[src/hw/rtl/nsfc_pkg.sv]
`default_nettype none

package nsfc_pkg;

    localparam int POS_W       = 8;
    localparam int MAX_LEN_DEF = 128;
    localparam int BYTE_W      = 8;
    localparam int KIND_W      = 2;
    localparam int OUT_TDATA_W = 24;

    localparam logic [BYTE_W-1:0] CH_DOLLAR = 8'h24;
    localparam logic [BYTE_W-1:0] CH_STAR   = 8'h2A;
    localparam logic [BYTE_W-1:0] CH_NL     = 8'h0A;
    localparam logic [BYTE_W-1:0] CH_G      = 8'h47;
    localparam logic [BYTE_W-1:0] CH_P      = 8'h50;
    localparam logic [BYTE_W-1:0] CH_N      = 8'h4E;
    localparam logic [BYTE_W-1:0] CH_R      = 8'h52;
    localparam logic [BYTE_W-1:0] CH_M      = 8'h4D;
    localparam logic [BYTE_W-1:0] CH_A      = 8'h41;
    localparam logic [BYTE_W-1:0] CH_C      = 8'h43;

    localparam logic [KIND_W-1:0] KIND_OTHER = 2'd0;
    localparam logic [KIND_W-1:0] KIND_GGA   = 2'd1;
    localparam logic [KIND_W-1:0] KIND_RMC   = 2'd2;

    typedef enum logic [3:0] {
        HEX_NONE = 4'b0001,
        HEX_ONE  = 4'b0010,
        HEX_DONE = 4'b0100,
        HEX_BAD  = 4'b1000
    } hex_state_t;

    typedef struct packed {
        logic       gga_match;
        logic       rmc_match;
        logic       star_seen;
        logic       two_after_star;
        hex_state_t hex_state;
        logic [7:0] hex_value;
        logic [7:0] running_xor;
    } nsfc_rec_t;

    function automatic logic [4:0] hex_digit(input logic [BYTE_W-1:0] c);
        logic [4:0] r;
        r = 5'd0;
        if (c >= 8'h30 && c <= 8'h39)
        begin
            r = {1'b1, 4'(c - 8'h30)};
        end
        else if (c >= 8'h41 && c <= 8'h46)
        begin
            r = {1'b1, 4'(c - 8'h37)};
        end
        else if (c >= 8'h61 && c <= 8'h66)
        begin
            r = {1'b1, 4'(c - 8'h57)};
        end
        return r;
    endfunction

endpackage

`default_nettype wire

[src/hw/rtl/nsfc_front.sv]
`default_nettype none

module nsfc_front #(
    parameter int MAX_LEN = nsfc_pkg::MAX_LEN_DEF
) (
    input  wire logic                        clk,
    input  wire logic                        rst_n,
    input  wire logic                        in_accept,
    input  wire logic [nsfc_pkg::BYTE_W-1:0] in_byte,
    output logic                             push,
    output nsfc_pkg::nsfc_rec_t              push_rec
);
    import nsfc_pkg::*;

    logic [POS_W-1:0] pos_reg, pos_next;
    logic [7:0]       xor_reg, xor_next;
    logic             star_reg, star_next;
    logic [1:0]       after_reg, after_next;
    logic [7:0]       hex_reg, hex_next;
    hex_state_t       hst_reg, hst_next;
    logic             gga_reg, gga_next;
    logic             rmc_reg, rmc_next;
    logic [4:0]       digit;
    logic             is_open;
    logic             gga_ok, rmc_ok;

    always_comb
    begin
        pos_next   = pos_reg;
        xor_next   = xor_reg;
        star_next  = star_reg;
        after_next = after_reg;
        hex_next   = hex_reg;
        hst_next   = hst_reg;
        gga_next   = gga_reg;
        rmc_next   = rmc_reg;
        push       = 1'b0;
        digit      = hex_digit(in_byte);
        is_open    = (pos_reg != '0) && (pos_reg < POS_W'(MAX_LEN));
        gga_ok     = 1'b1;
        rmc_ok     = 1'b1;
        case (pos_reg)
            POS_W'(1):
            begin
                gga_ok = (in_byte == CH_G);
                rmc_ok = gga_ok;
            end
            POS_W'(2):
            begin
                gga_ok = (in_byte == CH_P) || (in_byte == CH_N);
                rmc_ok = gga_ok;
            end
            POS_W'(3):
            begin
                gga_ok = (in_byte == CH_G);
                rmc_ok = (in_byte == CH_R);
            end
            POS_W'(4):
            begin
                gga_ok = (in_byte == CH_G);
                rmc_ok = (in_byte == CH_M);
            end
            POS_W'(5):
            begin
                gga_ok = (in_byte == CH_A);
                rmc_ok = (in_byte == CH_C);
            end
            default:
            begin
                gga_ok = 1'b1;
                rmc_ok = 1'b1;
            end
        endcase

        if (in_accept)
        begin
            if (in_byte == CH_DOLLAR)
            begin
                pos_next   = POS_W'(1);
                xor_next   = '0;
                star_next  = 1'b0;
                after_next = '0;
                hex_next   = '0;
                hst_next   = HEX_NONE;
                gga_next   = 1'b1;
                rmc_next   = 1'b1;
            end
            else if (!is_open)
            begin
                pos_next = '0;
            end
            else
            begin
                pos_next = pos_reg + POS_W'(1);
                gga_next = gga_reg && gga_ok;
                rmc_next = rmc_reg && rmc_ok;
                if (star_reg)
                begin
                    if (after_reg != 2'd2)
                    begin
                        after_next = after_reg + 2'd1;
                    end
                    case (hst_reg)
                        HEX_NONE:
                        begin
                            if (digit[4])
                            begin
                                hex_next = {4'd0, digit[3:0]};
                                hst_next = HEX_ONE;
                            end
                            else
                            begin
                                hst_next = HEX_BAD;
                            end
                        end
                        HEX_ONE:
                        begin
                            if (digit[4])
                            begin
                                hex_next = {hex_reg[3:0], digit[3:0]};
                            end
                            hst_next = HEX_DONE;
                        end
                        default:
                        begin
                            hst_next = hst_reg;
                        end
                    endcase
                end
                else if (in_byte == CH_STAR)
                begin
                    star_next = 1'b1;
                end
                else if (in_byte != CH_NL)
                begin
                    xor_next = xor_reg ^ in_byte;
                end
                if (in_byte == CH_NL)
                begin
                    push     = 1'b1;
                    pos_next = '0;
                end
            end
        end

        push_rec.gga_match      = gga_next;
        push_rec.rmc_match      = rmc_next;
        push_rec.star_seen      = star_next;
        push_rec.two_after_star = (after_next == 2'd2);
        push_rec.hex_state      = hst_next;
        push_rec.hex_value      = hex_next;
        push_rec.running_xor    = xor_next;
    end

    always_ff @(posedge clk or negedge rst_n)
    begin
        if (!rst_n)
        begin
            pos_reg   <= '0;
            xor_reg   <= '0;
            star_reg  <= 1'b0;
            after_reg <= '0;
            hex_reg   <= '0;
            hst_reg   <= HEX_NONE;
            gga_reg   <= 1'b0;
            rmc_reg   <= 1'b0;
        end
        else
        begin
            pos_reg   <= pos_next;
            xor_reg   <= xor_next;
            star_reg  <= star_next;
            after_reg <= after_next;
            hex_reg   <= hex_next;
            hst_reg   <= hst_next;
            gga_reg   <= gga_next;
            rmc_reg   <= rmc_next;
        end
    end

endmodule

`default_nettype wire

[src/hw/rtl/nsfc_queue.sv]
`default_nettype none

module nsfc_queue (
    input  wire logic                 clk,
    input  wire logic                 rst_n,
    input  wire logic                 push,
    input  nsfc_pkg::nsfc_rec_t       push_rec,
    output logic                      full,
    input  wire logic                 pop,
    output logic                      head_valid,
    output nsfc_pkg::nsfc_rec_t       head_rec
);
    import nsfc_pkg::*;

    nsfc_rec_t  slot_reg [2];
    logic       wr_reg, wr_next;
    logic       rd_reg, rd_next;
    logic [1:0] cnt_reg, cnt_next;
    logic       do_push, do_pop;

    assign full       = (cnt_reg == 2'd2);
    assign head_valid = (cnt_reg != 2'd0);
    assign head_rec   = slot_reg[rd_reg];
    assign do_push    = push && !full;
    assign do_pop     = pop && head_valid;

    always_comb
    begin
        wr_next  = do_push ? !wr_reg : wr_reg;
        rd_next  = do_pop ? !rd_reg : rd_reg;
        cnt_next = cnt_reg + 2'(do_push) - 2'(do_pop);
    end

    always_ff @(posedge clk or negedge rst_n)
    begin
        if (!rst_n)
        begin
            wr_reg  <= 1'b0;
            rd_reg  <= 1'b0;
            cnt_reg <= '0;
        end
        else
        begin
            wr_reg  <= wr_next;
            rd_reg  <= rd_next;
            cnt_reg <= cnt_next;
        end
    end

    always_ff @(posedge clk)
    begin
        if (do_push)
        begin
            slot_reg[wr_reg] <= push_rec;
        end
    end

endmodule

`default_nettype wire

[src/hw/rtl/nsfc_back.sv]
`default_nettype none

module nsfc_back (
    input  wire logic                             clk,
    input  wire logic                             rst_n,
    input  wire logic                             head_valid,
    input  nsfc_pkg::nsfc_rec_t                   head_rec,
    output logic                                  pop,
    output logic                                  m_tvalid,
    input  wire logic                             m_tready,
    output logic [nsfc_pkg::OUT_TDATA_W-1:0]      m_tdata
);
    import nsfc_pkg::*;

    logic                   valid_reg, valid_next;
    logic [OUT_TDATA_W-1:0] data_reg, data_next;
    logic [KIND_W-1:0]      kind;
    logic                   hex_ok;
    logic                   ok;
    logic [7:0]             rcv;

    always_comb
    begin
        pop    = head_valid && (!valid_reg || m_tready);
        kind   = head_rec.gga_match ? KIND_GGA :
                 (head_rec.rmc_match ? KIND_RMC : KIND_OTHER);
        hex_ok = (head_rec.hex_state == HEX_ONE) || (head_rec.hex_state == HEX_DONE);
        rcv    = hex_ok ? head_rec.hex_value : 8'd0;
        ok     = head_rec.star_seen && head_rec.two_after_star && hex_ok
                 && (head_rec.running_xor == head_rec.hex_value);
        data_next  = data_reg;
        valid_next = valid_reg;
        if (pop)
        begin
            data_next  = {5'd0, rcv, head_rec.running_xor, ok, kind};
            valid_next = 1'b1;
        end
        else if (m_tready)
        begin
            valid_next = 1'b0;
        end
    end

    always_ff @(posedge clk or negedge rst_n)
    begin
        if (!rst_n)
        begin
            valid_reg <= 1'b0;
        end
        else
        begin
            valid_reg <= valid_next;
        end
    end

    always_ff @(posedge clk)
    begin
        data_reg <= data_next;
    end

    assign m_tvalid = valid_reg;
    assign m_tdata  = data_reg;

endmodule

`default_nettype wire

[src/hw/rtl/nsfc_sentence_framer_checksum.sv]
// NMEA sentence framer and checksum checker.
// Input stream (s_*): one received UART byte per word in s_tdata[7:0].
// Output stream (m_*): one word per accepted newline inside an open sentence:
//   [1:0] sentence kind (0 other, 1 GGA, 2 RMC), [2] checksum ok,
//   [10:3] computed XOR, [18:11] received hex checksum, upper bits zero.
// Other bytes give no output word; a '$' always opens a new sentence and a
// byte outside an open sentence, or past MAX_LEN bytes, closes it silently.
// Throughput: one byte per cycle while the queue is not full (s_tready high).
// The result record is written into the two-word queue when the newline is
// taken, and passes from there into the output register.
// When the receiver stalls, results collect in the queue and output
// register; s_tready falls only once the queue is full, and bytes that give
// no result still need a free slot. Reset closes any open sentence and
// empties the queue and output register.
`default_nettype none

module nmea_sentence_framer_checksum #(
    parameter int MAX_LEN = nsfc_pkg::MAX_LEN_DEF
) (
    input  wire logic                            clk,
    input  wire logic                            rst_n,
    input  wire logic                            s_tvalid,
    output logic                                 s_tready,
    input  wire logic [nsfc_pkg::BYTE_W-1:0]     s_tdata,   // [7:0] rx_byte
    output logic                                 m_tvalid,
    input  wire logic                            m_tready,
    // [1:0] sentence_kind, [2] checksum_ok, [10:3] computed_checksum,
    // [18:11] received_checksum, [23:19] zero
    output logic [nsfc_pkg::OUT_TDATA_W-1:0]     m_tdata
);
    import nsfc_pkg::*;

    logic      accept;
    logic      push;
    nsfc_rec_t push_rec;
    logic      full;
    logic      pop;
    logic      head_valid;
    nsfc_rec_t head_rec;

    assign s_tready = !full;
    assign accept   = s_tvalid && s_tready;

    nsfc_front #(
        .MAX_LEN (MAX_LEN)
    ) u_front (
        .clk       (clk),
        .rst_n     (rst_n),
        .in_accept (accept),
        .in_byte   (s_tdata),
        .push      (push),
        .push_rec  (push_rec)
    );

    nsfc_queue u_queue (
        .clk        (clk),
        .rst_n      (rst_n),
        .push       (push),
        .push_rec   (push_rec),
        .full       (full),
        .pop        (pop),
        .head_valid (head_valid),
        .head_rec   (head_rec)
    );

    nsfc_back u_back (
        .clk        (clk),
        .rst_n      (rst_n),
        .head_valid (head_valid),
        .head_rec   (head_rec),
        .pop        (pop),
        .m_tvalid   (m_tvalid),
        .m_tready   (m_tready),
        .m_tdata    (m_tdata)
    );

`ifndef SYNTH
    a_push_on_newline: assert property (@(posedge clk) disable iff (!rst_n)
        push |-> (accept && s_tdata == CH_NL))
        else $error("result pushed without an accepted newline");

    a_no_overflow: assert property (@(posedge clk) disable iff (!rst_n)
        full |-> !push)
        else $error("push into a full queue");

    a_valid_from_queue: assert property (@(posedge clk) disable iff (!rst_n)
        $rose(m_tvalid) |-> $past(head_valid))
        else $error("output word without a queued result");

    a_ok_means_match: assert property (@(posedge clk) disable iff (!rst_n)
        (m_tvalid && m_tdata[2]) |-> (m_tdata[10:3] == m_tdata[18:11]))
        else $error("checksum ok with differing values");
`endif

endmodule

`default_nettype wire

[config.mk]
export PLATFORM = sky130hd
export DESIGN_NAME = nmea_sentence_framer_checksum
export DESIGN_NICKNAME = d
export VERILOG_FILES = /design/src/hw/rtl/nsfc_pkg.sv /design/src/hw/rtl/nsfc_front.sv /design/src/hw/rtl/nsfc_queue.sv /design/src/hw/rtl/nsfc_back.sv /design/src/hw/rtl/nsfc_sentence_framer_checksum.sv
export SDC_FILE = /design/constraint.sdc
export NUM_CORES = 1
export LEC_CHECK = 0
export BUFFER_PORTS_ARGS = -buffer_cell sky130_fd_sc_hd__buf_2
export CORE_MARGIN = 1.5
export CORE_UTILIZATION = 50
export DETAILED_ROUTE_END_ITERATION = 10
export GPL_ROUTABILITY_DRIVEN = 0
export PLACE_DENSITY = 0.68
export SYNTH_ARGS = -nofsm -noshare
export SYNTH_HDL_FRONTEND = slang
export SYNTH_SLANG_ARGS = --single-unit
[constraint.sdc]
create_clock -name clk -period 6.3 [get_ports clk]
set_input_delay 0.945 -clock clk [delete_from_list [all_inputs] [get_ports clk]]
set_output_delay 0.945 -clock clk [all_outputs]
set_load 0.01 [all_outputs]
==> results of run 1 <==
final cells by class:
class	instances	area, µm²	area share (%)
Clock inverter	7	65.06	1.241
Sequential cell	105	2964	56.53
Tap cell	129	161.4	3.078
Multi-Input combinational cell	232	1690	32.24
Clock buffer	9	123.9	2.362
Timing Repair Buffer	34	175.2	3.340
Inverter	17	63.81	1.217
worst register-to-register path: stages, from the launching register on:
cell       delay (ps)
dfrtp_1           410
inv_1             110
ha_1              320
nand2b_1          180
o2111ai_4         210
nor2_1            270
and2_1            860
Yosys cell counts, drive strengths merged (6+ instances only):
cell,instances
edfxtp,67
dfrtp,37
nor2,32
xnor2,19
inv,17
nand2,16
a21oi,13
ha,12
buf,11
a31oi,9
mux2,9
mux2i,9
a22o,8
clkbuf,8
o21ai,8
xor2,8
nand2b,7
nand3,7
nor3,7
nor4,7
and3,6
cell usage in the layout (no fill, tap or decap), types with 3 or more instances in the layout:
cell type  count
nor2b_1        3
a31oi_1        9
nor3_1         4
mux2_2         9
dfrtp_1       37
buf_2         32
ha_1          12
clkbuf_8       9
edfxtp_1      67
o21ai_0        8
inv_1         17
nor2_1        32
nand3_1        7
a21oi_1       12
and3_1         6
a22o_1         8
nor3_2         3
nand4_1        5
nor4_1         7
nor3b_1        5
o211ai_1       3
xnor2_1       19
nand2_1       16
mux2i_1        9
xor2_1         8
nand2b_1       7
nor4bb_1       3
conb_1         5
power groups by stage:
stage | sequential [mW] | clock [mW] | combinational [mW]
5_1_grt | 0.983 | 0.433 | 0.638
3_5_place_dp | 0.984 | 0 | 0.576
6_report | 0.968 | 0.393 | 0.576
4_1_cts | 0.970 | 0.403 | 0.580
3_3_place_gp | 0.980 | 0 | 0.566
2_1_floorplan | 0.966 | 0 | 0.437
worst paths after layout:
path / slack [ps] / depth (start not counted) / start / to
setup / recovery: 3070 / 7 / s_tdata[0] / u_queue.slot_reg[1][23]$_DFFE_PP_
setup reg to reg: 3550 / 6 / u_front.pos_reg[0]$_DFFE_PN0P_ / u_queue.slot_reg[1][23]$_DFFE_PP_
hold reg to reg: 500 / 1 / u_queue.cnt_reg[1]$_DFF_PN0_ / u_queue.cnt_reg[1]$_DFF_PN0_
hold / removal: 500 / 1 / u_queue.cnt_reg[1]$_DFF_PN0_ / u_queue.cnt_reg[1]$_DFF_PN0_
min in group asynchronous: 670 / 1 / rst_n / u_front.pos_reg[2]$_DFFE_PN0P_
max in group asynchronous: 5080 / 1 / rst_n / u_back.m_tvalid$_DFFE_PN0P_
logic make-up (layout without fill, tap and decap cells):
| group | after synthesis | after routing |
|---|---|---|
| AND/OR/NAND/NOR | 111 | 111 |
| XOR/XNOR | 27 | 27 |
| flip-flops | 105 | 105 |
| adder cells (fa/ha/maj) | 12 | 12 |
| multiplexers | 18 | 18 |
| AO/OA/AOI/OAI | 59 | 59 |
| buffers and inverters | 36 | 67 |
| other | 1 | 5 |
metal layers:
metal	track usage, %	wire length [µm]	vias up
met3	3.606	321	11
li1	-	-	1413
met1	24.76	4063	1393
met2	28.74	3874	64
met4	6.090	158	0
met5	0	0	-
==> reports/qor.yml, run 1 <==
vias: 2881
yosysWarnings: 0
tightest_slew_ps: 1155
switchingPower_mw: 0.6737
rows: 35
dpl_cell_area_mm2: 0.005055
clock_latency_ps: 360
synthSimpleGateAreaFrac_pct: 12.95
hpwl_mm: 5.962
post-cts-setup-buffers: 0
tns_ps: 0
power.share.clock_pct: 20.3
required_ps: 6280
relSlewSlack_pct: 22.99
drc: 0
fp.dieArea_mm2: 0.01020
powerDensity_mw_per_mm2: 369.3
root_buffer: "clkbuf_8"
routed_wl_mm: 8.417
crit_path_start_kind: "primary input"
htreeDepth: 3
vias_per_cell: 5.405
die_h_um: 101.0
worstSetupEndpointType: "register"
syn_area_mm2: 0.004801
wire_per_inst_um: 15.79
clock-sinks: 105
ys.flop_type: "edfxtp_1"
synth_seq_area_share_pct: 61.74
synth_edf_count: 67
synth_top_family_by_area: "simple AND/OR/NAND/NOR gates"
max_freq_mhz: 309.8
yosys.area_share.adder_pct: 3.127
timing.hold.ws_ps: 502.0
synth_cell_types: 57
grt_use_total_pct: 17.97
period_minus_slack_ps: 3228
finalMaxSlewViolations: 0
die_x_um: 101.0
largest_reg_flops: 48
synth_compound_area_share_pct: 9.643
final_nets: 423
clockBufferDepth: 2
syn_area_per_cell_um2: 13.01
layout.cells.non_filler: 533
p_int_mw: 1.263
synth_seq_cells: 105
area_growth_pct: 9.226
ir_drop_mv: 0.2198
antenna_found_initial: 0
synth_xor_area_share_pct: 4.926
holdBufCountCts: 0
p_sw_share_pct: 34.79
grt_start_max_net_pins: 39
path_clk_slew_ps: 100
ant_nets: 0
outcome: "completed"
power_mw: 1.937
crit_chain: "buf_2 -> inv_1 -> ha_1 -> nor4bb_1 -> nand3b_1 -> nor2_1 -> and2_1"
port-buffer-count: 32
hold_viol_final: 0
slowest_delay_ps: 860
p_comb_share_pct: 29.7
fin_skew_ps: 10.12
yosysTopAreaCellShare_pct: 41.91
synth_area_leaders: "edfxtp_1, dfrtp_1, xnor2_1"
syn_inst: 369
drv_cap: 0
report.final.setup_viol: 0
cts-resized-gates: 0
grt_overflow: 0
drive_gt1_share_pct: 17.82
fin_ws_ps: 3072
design_area_mm2: 0.005244
diodes: 0
core_mm2: 0.009284
seqPwrFrac_pct: 50.0
postLayoutCoreUtil_pct: 56.48
grt_pass1_wl_mm: 13.91
fillers: 786
dr.pass1.iters: 4
initialDrtViolationCount: 121
pre_cts_slack_ps: 2642
slowest_stage: "and2_1"
cts_tree: "built"
async_flop_share_pct: 36.19
period_share_pct: 51.24
synth_mux_area_share_pct: 3.987
grt_pass1_vias: 2760
cp_top_family: "simple AND/OR/NAND/NOR gates"
start_util_pct: 51.71
hp-class: "reg2reg"
worst-path-buf-inv: 2
path_class: "in2reg"
path_max_fanout: 24
synth_largest_area_cell: "edfxtp_1"
grt_setup_unrepaired: "false"
place_inst: 517
cp.arrival_ps: 3210
cts_made_buffers: 9
ios: 38
leakagePower_nw: 2.057
Note: power is estimated with default switching activity, not from simulation.
==> run 2: changes to the inputs <==
PLACE_DENSITY = 0.71   (was 0.68)
clock period = 2.8 ns   (was 6.3 ns; I/O delays follow)
==> reports/qor.yml, run 2 (synthesis results as in run 1) <==
place_inst: 525  # was 517
grt_setup_unrepaired: "false"  # unchanged
dr.pass1.iters: 4  # unchanged
powerDensity_mw_per_mm2: 835.5  # was 369.3 mW/mm²
crit_path_start_kind: "register"  # was primary input
ant_nets: 0  # unchanged
tightest_slew_ps: 863.2  # was 1155 ps
fillers: 805  # was 786
clock-sinks: 105  # unchanged
vias_per_cell: 5.471  # was 5.405
report.final.setup_viol: 0  # unchanged
period_minus_slack_ps: 2586
core_mm2: 0.009284  # unchanged
worstSetupEndpointType: "register"  # unchanged
start_util_pct: 51.71  # unchanged
max_freq_mhz: 386.7
period_share_pct: 92.35
path_clk_slew_ps: 110  # was 100 ps
path_class: "reg2reg"  # was in2reg
final_common_cell: "edfxtp_1"  # unchanged
drv_cap: 0  # unchanged
drc: 0  # unchanged
pre_cts_slack_ps: 267.4  # was 2642 ps
clock_latency_ps: 360  # about the same
grt_use_total_pct: 18.73  # was 17.97%
die_x_um: 101.0  # unchanged
wire_per_inst_um: 16.19  # was 15.79 µm
required_ps: 3010  # was 6280 ps
fin_skew_ps: 10.27  # was 10.12 ps
routed_wl_mm: 8.760  # was 8.417 mm
ios: 38  # unchanged
r2r_start: "u_front.pos_reg[0]$_DFFE_PN0P_"  # unchanged
root_buffer: "clkbuf_8"  # unchanged
tns_ps: 0  # unchanged
vias: 2960  # was 2,881
leakagePower_nw: 2.107  # was 2.057 nW
final_cell_mix: "edfxtp_1, dfrtp_1, nor2_1, buf_2, xnor2_1"  # unchanged
hp-class: "in2async"  # was reg2reg
ir_drop_mv: 0.6404  # was 0.2198 mV
port-buffer-count: 32  # unchanged
layout.cells.non_filler: 541  # was 533
relSlewSlack_pct: 42.45  # was 22.99%
cts-resized-gates: 0  # unchanged
outcome: "completed"  # unchanged
fin_ws_ps: 214.3  # was 3072 ps
finalMaxSlewViolations: 0  # unchanged
area_growth_pct: 11.44  # was 9.226%
antenna_found_initial: 0  # unchanged
diodes: 0  # unchanged
largest_reg_flops: 48  # unchanged
startpoint: "u_front.pos_reg[0]$_DFFE_PN0P_"  # was s_tdata[0]
post-cts-setup-buffers: 0  # unchanged
r2r_setup_slack_ps: 210  # was 3550 ps
grt_pass1_wl_mm: 14.53  # was 13.91 mm
grt_pass1_vias: 2948  # was 2,760
path_max_fanout: 9  # was 24
hpwl_mm: 6.149  # was 5.962 mm
final_nets: 431  # was 423
cts_made_buffers: 9  # unchanged
initialDrtViolationCount: 158  # was 121
grt_start_max_net_pins: 39  # unchanged
htreeDepth: 3  # unchanged
grt_overflow: 0  # unchanged
rows: 35  # unchanged
clockBufferDepth: 2  # unchanged
drive_gt1_share_pct: 19.17  # was 17.82%
fp.dieArea_mm2: 0.01020  # unchanged
power_mw: 4.470  # was 1.937 mW
holdBufCountCts: 0  # unchanged
die_h_um: 101.0  # unchanged
hold_viol_final: 0  # unchanged
cts_tree: "built"  # unchanged
cp.arrival_ps: 2790  # was 3210 ps
run 2: per-layer routing:
| metal | vias up | track usage [%] | wire length [µm] |
|---|---|---|---|
| met1 | 1461 | 25.28 | 4169 |
| met3 | 10 | 3.259 | 307 |
| met4 | 0 | 6.410 | 108 |
| li1 | 1421 | - | - |
| met5 | - | 0 | 0 |
| met2 | 68 | 30.87 | 4175 |
run 2: stage by stage:
stage                     hold slack [ps]  utilization, %  area (µm²)
after floorplan                     124.4               -        4821
after global placement              473.7           55.43        5146
after detailed placement            493.5           55.43        5146
after CTS                           190.5           57.63        5350
after global routing                223.9           57.63        5350
final                               162.1           57.63        5350
run 2: final cells by class:
cell class	instances	area, µm²	share of cell area (%)
inverter	17	63.81	1.193
timing repair buffer	42	260.3	4.864
tap	129	161.4	3.017
multi-input combinational	232	1697	31.71
clock buffer	10	127.6	2.385
sequential	105	2964	55.40
clock inverter	6	76.32	1.427
run 2: path summary, 6_finish.rpt:
kind / cells after the start / endpoint
min in group clk: 2 / u_back.m_tvalid$_DFFE_PN0P_
min: 1 / u_front.pos_reg[1]$_DFFE_PN0P_
min reg2reg: 1 / u_queue.cnt_reg[1]$_DFF_PN0_
max: 7 / u_queue.slot_reg[0][8]$_DFFE_PP_
max reg2reg: 7 / u_queue.slot_reg[0][8]$_DFFE_PP_
max in group asynchronous: 1 / u_front.hex_reg[4]$_DFF_PN0_
run 2: report_power, final:
| part | switching (mW) | internal, mW | total, mW | leakage, nW |
|---|---|---|---|---|
| clock network | 0.538 | 0.429 | 0.967 | 0.0965 |
| logic | 0.854 | 0.547 | 1.40 | 0.893 |
| registers | 0.128 | 1.97 | 2.10 | 1.12 |
| total | 1.52 | 2.95 | 4.47 | 2.11 |
run 2: worst max-delay path: stages (launching register included):
cell       delay, ps
dfrtp_1          400
inv_1            100
ha_1             320
nor2b_4          180
a2111oi_4        610
nand2_1          230
nor3_2           340
a22o_1           250
==> run 3: changes to the inputs <==
CORE_UTILIZATION = 45   (was 50)
GPL_TIMING_DRIVEN = 0   (was not set)
PLACE_DENSITY = not set   (was 0.71)
clock period = 2.5 ns   (was 2.8 ns; I/O delays follow)
==> reports/qor.yml, run 3 (synthesis results as in run 1) <==
outcome: "completed"  # unchanged
diodes: 0  # unchanged
tightest_slew_ps: 884.6  # was 863.2 ps
period_minus_slack_ps: 2338  # was 2586 ps
grt_overflow: 0  # unchanged
leakagePower_nw: 2.157  # was 2.107 nW
rows: 37  # was 35
dr.pass1.iters: 5  # was 4
die_h_um: 106.3  # was 101.0 µm
path_max_fanout: 10  # was 9
worstSetupEndpointType: "register"  # unchanged
largest_reg_flops: 48  # unchanged
drv_cap: 0  # unchanged
fin_skew_ps: 8.790  # was 10.27 ps
htreeDepth: 3  # unchanged
holdBufCountCts: 0  # unchanged
ios: 38  # unchanged
finalMaxSlewViolations: 0  # unchanged
root_buffer: "clkbuf_8"  # unchanged
drive_gt1_share_pct: 21.96  # was 19.17%
port-buffer-count: 31  # was 32
relSlewSlack_pct: 41.03  # was 42.45%
path_clk_slew_ps: 100  # was 110 ps
cts_tree: "built"  # unchanged
fillers: 907  # was 805
power_mw: 4.994  # was 4.470 mW
grt_pass1_vias: 3068  # was 2,948
crit_path_start_kind: "register"  # unchanged
hpwl_mm: 6.588  # was 6.149 mm
cp.arrival_ps: 2640  # was 2790 ps
ant_nets: 0  # unchanged
required_ps: 2800  # was 3010 ps
vias: 3064  # was 2,960
report.final.setup_viol: 0  # unchanged
dpl_cell_area_mm2: 0.005171  # was 0.005146 mm²
design_area_mm2: 0.005441  # was 0.005350 mm²
met1_usage_pct: 23.74  # was 25.28%
met2_usage_pct: 31.80  # was 30.87%
die_x_um: 106.3  # was 101.0 µm
final_common_cell: "edfxtp_1"  # unchanged
clock_latency_ps: 370  # was 360 ps
max_freq_mhz: 427.8  # was 386.7 MHz
routed_wl_mm: 9.659  # was 8.760 mm
cts_made_buffers: 9  # unchanged
clockBufferDepth: 2  # unchanged
grt_pass1_wl_mm: 15.79  # was 14.53 mm
initialDrtViolationCount: 178  # was 158
core_mm2: 0.01032  # was 0.009284 mm²
final_cell_mix: "edfxtp_1, dfrtp_1, buf_2"  # was edfxtp_1, dfrtp_1, nor2_1, buf_2, xnor2_1
antenna_found_initial: 0  # unchanged
grt_start_max_net_pins: 39  # unchanged
final_nets: 447  # was 431
wire_per_inst_um: 17.13  # was 16.19 µm
use_met3_pct: 3.250  # was 3.259%
hp-class: "in2async"  # unchanged
tns_ps: 0  # unchanged
ir_drop_mv: 0.4674  # was 0.6404 mV
start_util_pct: 46.50  # was 51.71%
hold_viol_final: 0  # unchanged
clock-sinks: 105  # unchanged
fp.dieArea_mm2: 0.01130  # was 0.01020 mm²
vias_per_cell: 5.433  # was 5.471
timing.hold.ws_ps: 109.6  # was 162.1 ps
grt_use_total_pct: 18.52  # was 18.73%
grt_setup_unrepaired: "true"  # was false
period_share_pct: 93.51  # was 92.35%
grt.busiest_layer: "met2"  # unchanged
area_growth_pct: 13.34  # was 11.44%
path_class: "reg2reg"  # unchanged
powerDensity_mw_per_mm2: 917.7  # was 835.5 mW/mm²
postLayoutCoreUtil_pct: 52.71  # was 57.63%
drc: 0  # unchanged
[run 3: cell types whose count changed in the layout (fill, tap and decap cells not counted), moves of 2 or more]
cell / delta
clkbuf_2: +2
buf_2: +3
and2_4: +2
buf_4: +2
nor3_4: +2
clkinv_2: +2
clkbuf_1: +5
[run 3: worst max-delay path: stages, from the launching register on]
cell and delay (ps):
dfrtp_1 400, inv_1 100, ha_1 200, buf_2 170, nor2b_4 150, a2111oi_4 360, buf_4 230, and3_1 220
buf_6 150, a41oi_1 120, a31oi_1 160
[run 3: what timing repair did]
item | CTS | global route
pin swaps | 2 | 3
gates cloned | 1 | 1
hold endpoints to repair | 0 | 0
buffers inserted | 1 | 4
resized for setup | 3 | 9
setup endpoints to repair | 78 | 46
[run 3: report_power, final]
part	leakage [nW]	switching (mW)	internal, mW
Clock	0.0836	0.608	0.369
Combinational	0.957	1.00	0.659
Sequential	1.12	0.141	2.21
Total	2.16	1.75	3.24
[run 3: through the flow]
step / worst slack [ps] / cells
floorplan: 33.91 / 373
global placement: -745.4 / 540
detailed placement: -817.6 / 541
CTS: 55.31 / 559
global route: -10.61 / 564
finish: 162.3 / 564
[run 3: area by class of cell]
cell class	count	area [µm²]	area share [%]
plain buffers	19	108.9	2.000
clock buffers	9	123.9	2.276
clock inverters	7	52.55	0.9657
inverters	17	63.81	1.173
multi-input cells	234	1737	31.92
flip-flops and latches	105	2965	54.50
well taps	136	170.2	3.127
repair buffers	37	220.2	4.047
[run 3: final timing paths]
kind	cells after the start	to	slack [ps]	startpoint
worst max-delay path	10	u_front.pos_reg[5]$_DFFE_PN0P_	160	u_front.pos_reg[0]$_DFFE_PN0P_
worst min-delay path	1	u_front.pos_reg[2]$_DFFE_PN0P_	110	rst_n
worst max register to register	10	u_front.pos_reg[5]$_DFFE_PN0P_	160	u_front.pos_reg[0]$_DFFE_PN0P_
worst min register to register	1	u_queue.cnt_reg[1]$_DFF_PN0_	520	u_queue.cnt_reg[1]$_DFF_PN0_
max in group asynchronous	1	u_front.pos_reg[4]$_DFFE_PN0P_	1790	rst_n
min in group clk	2	u_back.m_tvalid$_DFFE_PN0P_	180	m_tready
[run 3: metal layers]
metal | vias up | wire (µm) | share of wire [%]
li1 | 1468 | - | -
met1 | 1520 | 4301 | 45
met2 | 65 | 4825 | 50
met3 | 11 | 415 | 4.3
met4 | 0 | 116 | 1.2
met5 | - | 0 | 0
